==> src/rtl/env_sensor_compensation_defines.svh <==
// Assertion macros shared by the compensation block.
// Used by env_sensor_compensation.sv; no other dependencies.
`ifndef ENV_SENSOR_COMPENSATION_DEFINES_SVH
`define ENV_SENSOR_COMPENSATION_DEFINES_SVH

// same-cycle implication, masked during reset
`define ESC_ASSERT_NOW(label, clk, rst, ante, cons) \
   label: assert property (@(posedge clk) disable iff (rst) (ante) |-> (cons)) \
      else $error("esc assertion failed");

// next-cycle implication, masked during reset
`define ESC_ASSERT_NEXT(label, clk, rst, ante, cons) \
   label: assert property (@(posedge clk) disable iff (rst) (ante) |=> (cons)) \
      else $error("esc assertion failed");

`endif

==> src/rtl/esc_fifo.sv <==
// Small register queue used at the input and at the result side.
// Depends on nothing but its parameters.
`timescale 1ns / 1ps

module esc_fifo #(
   parameter int DEPTH = 4,
   parameter int WIDTH = 8
) (
   input  logic             clock,
   input  logic             reset,
   input  logic             push,
   input  logic [WIDTH-1:0] wdata,
   output logic             full,
   input  logic             pop,
   output logic [WIDTH-1:0] rdata,
   output logic             empty
);

   localparam int AW = (DEPTH > 1) ? $clog2(DEPTH) : 1;
   localparam int CW = $clog2(DEPTH + 1);

   logic [WIDTH-1:0] mem_ff [DEPTH];
   logic [AW-1:0]    wp_ff, wp_in, rp_ff, rp_in;
   logic [CW-1:0]    cnt_ff, cnt_in;
   logic             wr, rd;

   assign full  = (cnt_ff == CW'(DEPTH));
   assign empty = (cnt_ff == '0);
   assign wr    = push && !full;
   assign rd    = pop && !empty;
   assign rdata = mem_ff[rp_ff];

   always_comb begin
      wp_in  = wp_ff;
      rp_in  = rp_ff;
      if (wr) begin
         wp_in = (wp_ff == AW'(DEPTH - 1)) ? '0 : wp_ff + 1'b1;
      end
      if (rd) begin
         rp_in = (rp_ff == AW'(DEPTH - 1)) ? '0 : rp_ff + 1'b1;
      end
      cnt_in = cnt_ff + CW'(wr) - CW'(rd);
   end

   always_ff @(posedge clock) begin
      if (reset) begin
         wp_ff  <= '0;
         rp_ff  <= '0;
         cnt_ff <= '0;
      end else begin
         wp_ff  <= wp_in;
         rp_ff  <= rp_in;
         cnt_ff <= cnt_in;
      end
   end

   always_ff @(posedge clock) begin
      if (wr) begin
         mem_ff[wp_ff] <= wdata;
      end
   end

endmodule

==> config.mk <==
export PLATFORM = sky130hd
export DESIGN_NAME = esc_fifo
export DESIGN_NICKNAME = d
export VERILOG_FILES = /design/src/rtl/env_sensor_compensation_defines.svh /design/src/rtl/esc_fifo.sv
export SDC_FILE = /design/constraint.sdc
export NUM_CORES = 1
export LEC_CHECK = 0
export BUFFER_PORTS_ARGS = -buffer_cell sky130_fd_sc_hd__buf_2
export CORE_MARGIN = 3
export CORE_UTILIZATION = 40
export CTS_BUF_LIST = sky130_fd_sc_hd__clkbuf_8
export DETAILED_ROUTE_END_ITERATION = 7
export GPL_TIMING_DRIVEN = 0
export SLEW_MARGIN = 10
export SYNTH_ARGS = -nofsm -noshare
export SYNTH_HDL_FRONTEND = slang
export SYNTH_SLANG_ARGS = --single-unit
==> constraint.sdc <==
create_clock -name clock -period 2.72 [get_ports clock]
set_input_delay 0.272 -clock clock [delete_from_list [all_inputs] [get_ports clock]]
set_output_delay 0.272 -clock clock [all_outputs]
set_load 0.01 [all_outputs]
==> results of run 1 <==
-- flip-flops by register name, summed over array words and instances, names as in the netlist, named ones only --
register,cells
cnt_ff,3
wp_ff,2
rp_ff,2
mem_ff,32
-- final cells by class --
type,count,area share
multi-input combinational,40,0.234
inverter,8,0.0157
buffer,3,0.0105
clock buffer,5,0.0360
clock inverter,3,0.0203
sequential,41,0.597
tap,48,0.0314
timing repair buffer,21,0.0550
-- per-layer routing --
layer,part of all wire,global-route usage,vias up
li1,-,-,399
met4,0.018,0.0511,0
met1,0.43,0.133,408
met5,0,0,-
met2,0.50,0.184,19
met3,0.052,0.0417,6
-- path summary, 6_finish.rpt --
kind | start | end | slack (ns) | cells after the start
worst max-delay path | cnt_ff[1]$_SDFF_PP0_ | cnt_ff[2]$_SDFF_PP0_ | 0.36 | 9
worst min-delay path | wdata[1] | mem_ff[0][1]$_DFFE_PP_ | 0.20 | 1
worst max register to register | cnt_ff[1]$_SDFF_PP0_ | cnt_ff[2]$_SDFF_PP0_ | 0.36 | 9
worst min register to register | rp_ff[0]$_SDFFE_PP0N_ | flop | 0.51 | 2
-- power groups by stage --
stage / logic, uW / registers (uW) / clock network (uW)
2_1_floorplan: 306 / 804 / 0
3_3_place_gp: 416 / 810 / 0
3_5_place_dp: 428 / 816 / 0
4_1_cts: 430 / 803 / 469
5_1_grt: 472 / 810 / 501
6_report: 420 / 802 / 461
-- stage by stage --
stage	hold WS [ns]	std cells
2_1_floorplan	0.341	92
5_1_grt	0.195	169
3_3_place_gp	0.477	161
6_report	0.200	169
4_1_cts	0.192	169
3_5_place_dp	0.495	161
-- worst reg2reg max path, delay by kind of cell, from the launching register on --
kind	cells	cell delay (ns)
DFF	1	0.35
and+or+nand+nor	1	0.05
AOI/OAI and AO/OA	1	0.55
adders and majority gates	3	0.86
xor gates and xnor gates	2	0.33
buffers and inverters	2	0.12
-- cells by family after synthesis --
| group | share of synthesized area |
|---|---|
| flops | 0.697 |
| fa+ha+maj | 0.0657 |
| buf+inv | 0.0306 |
| xor+xnor | 0.0107 |
| simple gates | 0.0573 |
| mux | 0.116 |
| compound gates | 0.0229 |
-- Yosys cell counts, drive strengths merged --
cell type	count
xnor2	2
mux4	8
nand2	1
nand3	2
and2	1
nor3	2
inv	8
fa	1
nor2b	2
nor2	2
o31ai	2
a21oi	2
edfxtp	32
or3	1
buf	3
and3	4
or3b	1
dfxtp	9
mux2i	1
ha	7
a21o	1
==> metrics.csv, run 1 <==
metric,value,unit
Clock transition at path regs,0.07,ns
CP Cell Sequence,o31ai_1 -> inv_1 -> ha_1 -> inv_1 -> ha_1 -> fa_1 -> xnor2_1 -> xnor2_1 -> nor2_1,
most frequent cells in the layout,"edfxtp_1, buf_2, inv_1, dfxtp_1, mux4_2",
synth warn,0,
vias in the first global route,817,
CTS buffer count,5,
NetSw,440,uW
Finished Core Util,0.503,
CORE AREA,3800,um^2
Post-layout nets,140,
clock sink total,41,
distinct cell type count after synthesis,25,
Power Density,881,nW/um^2
Tcrit/Tclk final,0.869,
Routed Antenna Nets,0,
gr ovfl total,0,
Final Power,1680,uW
crit path time final,2.36,ns
Critical Path RT,2.89,ns
Storage cell area,1140,um^2
routed vias,832,
# setup viols final,0,
part of the power in registers,0.476,
Synth Register Bits,41,
CTS tree,built,
Final Slew Violations,0,
Slew Limit Headroom,0.610,
leakage power,0.000734,uW
H-Tree Depth,2,
outcome,"finished, final reports clean",
first-pass GRT wire length,4090,um
initial core utilization,0.431,
layout cell share with drive strength beyond 1,0.339,
PortBufs,21,
syn_nets,112,
Clock Latency Late Sink,0.28,ns
Synth area leader,edfxtp_1,
CP Launch Type,flop,
Area after DPL,1800,um^2
post-synthesis sequential area ratio,0.697,
final worst slack,0.357,ns
drt pass-1 iters,3,
syn avg cell area,17.8,um^2
hpwl dp,1730,um
Hold Path Class,input port to flop,
final hold viol count,0,
Post-CTS Hold Buffers,0,
synthesized area,1640,um^2
post-CTS sizing,0,
Bufs and invs on worst path,2,
"most common cell after layout, fill and taps aside",edfxtp_1,
Switching Fraction,0.262,
dpl ws,0.358,ns
largest net degree at the start of global routing,14,
Syn Inst Count,92,
gp weighted congestion,0.722,
die area,4900,um^2
Worst EP arrival,2.54,ns
# DRC,0,
CP max FO,5,
# diodes,0,
iteration-0 DRC count of the detailed router,46,
f_max,423,MHz
Int Power,1240,uW
Worst Skew,0.00609,ns
Top delay family on crit path,adder cells,
Finished Cell Area,1910,um^2
total global-route track usage,0.113,
area of the multi-input gates,447,um^2
RSZ-0062 raised after global routing,false,
Synth area leaders,"edfxtp_1, dfxtp_1, mux4_2, ha_1, inv_1",
Crit Path Class,flop to flop,
Root Driver,clkbuf_8,
DR WL/cell,15.0,um
Placement Rows,22,
CP endpoint kind,flop,
final-layout fill cell count,330,
setup TNS,0,ns
Clk pwr share,0.274,
# Max-Cap Violations,0,
Tightest Pin Transition,0.580,ns
antenna violations before repair,0,
Combinational Power Share,0.250,
vias per cell,4.92,
Synth top area share,0.587,
CP max stage delay,0.55,ns
CP max-delay cell,o31ai_1,
DIE WIDTH,70.0,um
Max VDD drop,366,uV
area growth from synthesis to layout,16.7,%
Ports,22,
Die H,70.0,um
Post-Route WL,2530,um
setup bufs post-CTS,0,
CTS Buffer Depth,2,
Power figures use the tool's default switching activity.
==> run 2, diff against run 1 <==
--- a/config.mk
+++ b/config.mk
@@ -8,7 +8,6 @@
 export BUFFER_PORTS_ARGS = -buffer_cell sky130_fd_sc_hd__buf_2
 export CORE_MARGIN = 3
 export CORE_UTILIZATION = 40
-export CTS_BUF_LIST = sky130_fd_sc_hd__clkbuf_8
 export DETAILED_ROUTE_END_ITERATION = 7
 export GPL_TIMING_DRIVEN = 0
 export SLEW_MARGIN = 10
==> run 2 against run 1 <==
- register-to-register slack about the same
- utilization unchanged
- design area unchanged
- global-route usage unchanged
- worst setup slack unchanged
- count of clock-buffer cells in the layout increased by 1
- first-iteration DRC count decreased by 2.2%
- via count decreased by 0.12%
- largest cell class unchanged
==> metrics.csv, run 2 (synthesis results as in run 1) <==
metric,value,unit
drt pass-1 iters,3,
launch point of the critical path,cnt_ff[1]$_SDFF_PP0_,
die area,4900,um^2
# DRC,0,
CP Launch Type,flop,
CTS tree,built,
flop-to-flop setup slack,0.36,ns
Crit Path Class,flop to flop,
Slew Limit Headroom,0.610,
initial core utilization,0.431,
startpoint of the worst hold path,wdata[1],
f_max,423,MHz
# diodes,0,
Ports,22,
iteration-0 DRC count of the detailed router,45,
CP max FO,5,
Worst EP arrival,2.54,ns
routed vias,831,
Tightest Pin Transition,0.580,ns
non-filler instance count after layout,169,
CORE AREA,3800,um^2
RSZ-0062 raised after global routing,false,
r2r startpoint,cnt_ff[1]$_SDFF_PP0_,
final hold viol count,0,
CP endpoint kind,flop,
hold_ws,0.200,ns
gr ovfl total,0,
setup TNS,0,ns
Post-CTS Hold Buffers,0,
area growth from synthesis to layout,16.7,%
outcome,"finished, final reports clean",
# Max-Cap Violations,0,
most frequent cells in the layout,"edfxtp_1, buf_2, dfxtp_1",
Largest register FFs,32,
CTS Buffer Depth,2,
Routed Antenna Nets,0,
post-CTS sizing,0,
Finished Cell Area,1910,um^2
"most common cell after layout, fill and taps aside",edfxtp_1,
worst min-delay path endpoint,mem_ff[0][1]$_DFFE_PP_,
Worst Skew,0.00609,ns
Die H,70.0,um
# placed instances,161,
gp weighted congestion,0.722,
reg2reg end,cnt_ff[2]$_SDFF_PP0_,
Biggest register,mem_ff,
setup bufs post-CTS,0,
hpwl dp,1730,um
Root Driver,clkbuf_8,
Tcrit/Tclk final,0.869,
vias in the first global route,817,
leakage power,0.000730,uW
antenna violations before repair,0,
biggest registers after layout,"mem_ff (32), cnt_ff (3)",
total global-route track usage,0.113,
vias per cell,4.92,
largest net degree at the start of global routing,14,
H-Tree Depth,2,
Placement Rows,22,
CTS buffer count,5,
Power Density,882,nW/um^2
Area after DPL,1800,um^2
Post-layout nets,140,
layout cell share with drive strength beyond 1,0.339,
clock sink total,41,
Clock transition at path regs,0.07,ns
Hold Path Class,input port to flop,
Post-Route WL,2530,um
Final Slew Violations,0,
Critical Path RT,2.89,ns
Clock Latency Late Sink,0.28,ns
Worst Hold Depth,1,
R2R cell count,9,
first-pass GRT wire length,4090,um
DR WL/cell,15.0,um
Max VDD drop,366,uV
crit path time final,2.36,ns
PortBufs,21,
DIE WIDTH,70.0,um
# setup viols final,0,
-- run 2: cell type report --
class | instances | area [um^2]
fill | 330 | 1890
sequential | 41 | 1140
multi-input combinational | 40 | 447
timing repair buffer | 21 | 105
clock buffer | 6 | 72.6
tap | 48 | 60.1
clock inverter | 2 | 35.0
inverter | 8 | 30.0
buffer | 3 | 20.0
-- run 2: per-stage QoR --
step | setup WS, ns | util | total power (uW)
finish | 0.357 | 0.503 | 1690
global route | 0.172 | 0.503 | 1790
CTS | 0.346 | 0.503 | 1700
detailed placement | 0.358 | 0.475 | 1240
global placement | 0.444 | 0.475 | 1230
floorplan | 0.534 | - | 1110
-- run 2: worst max path at each step --
stage                     cells after the start                   end  slack [ns]
final                                         9  cnt_ff[2]$_SDFF_PP0_        0.36
after global routing                          9  cnt_ff[2]$_SDFF_PP0_        0.17
after CTS                                     9  cnt_ff[2]$_SDFF_PP0_        0.35
after detailed placement                      9  cnt_ff[2]$_SDFF_PP0_        0.36
after global placement                       11  cnt_ff[2]$_SDFF_PP0_        0.44
after floorplan                              11  cnt_ff[2]$_SDFF_PP0_        0.53
-- run 2: metal layers --
metal | global-route usage | up-vias | wire length, um
met3 | 0.0417 | 6 | 132
met2 | 0.184 | 19 | 1260
met5 | 0 | - | 0
met4 | 0.0511 | 0 | 45
li1 | - | 399 | -
met1 | 0.133 | 407 | 1090
-- run 2: where the power goes --
part,internal (uW),leakage [uW],switching (uW)
Clock,272,0.0000552,192
Sequential,764,0.000367,38.2
Combinational,211,0.000308,209
Total,1250,0.000730,440
-- run 2: worst max-delay path, cell delays in order (launching register included) --
cell and delay, ns:
dfxtp_1 0.35, o31ai_1 0.55, inv_1 0.09, ha_1 0.29, inv_1 0.03, ha_1 0.18
fa_1 0.39, xnor2_1 0.19, xnor2_1 0.14, nor2_1 0.05
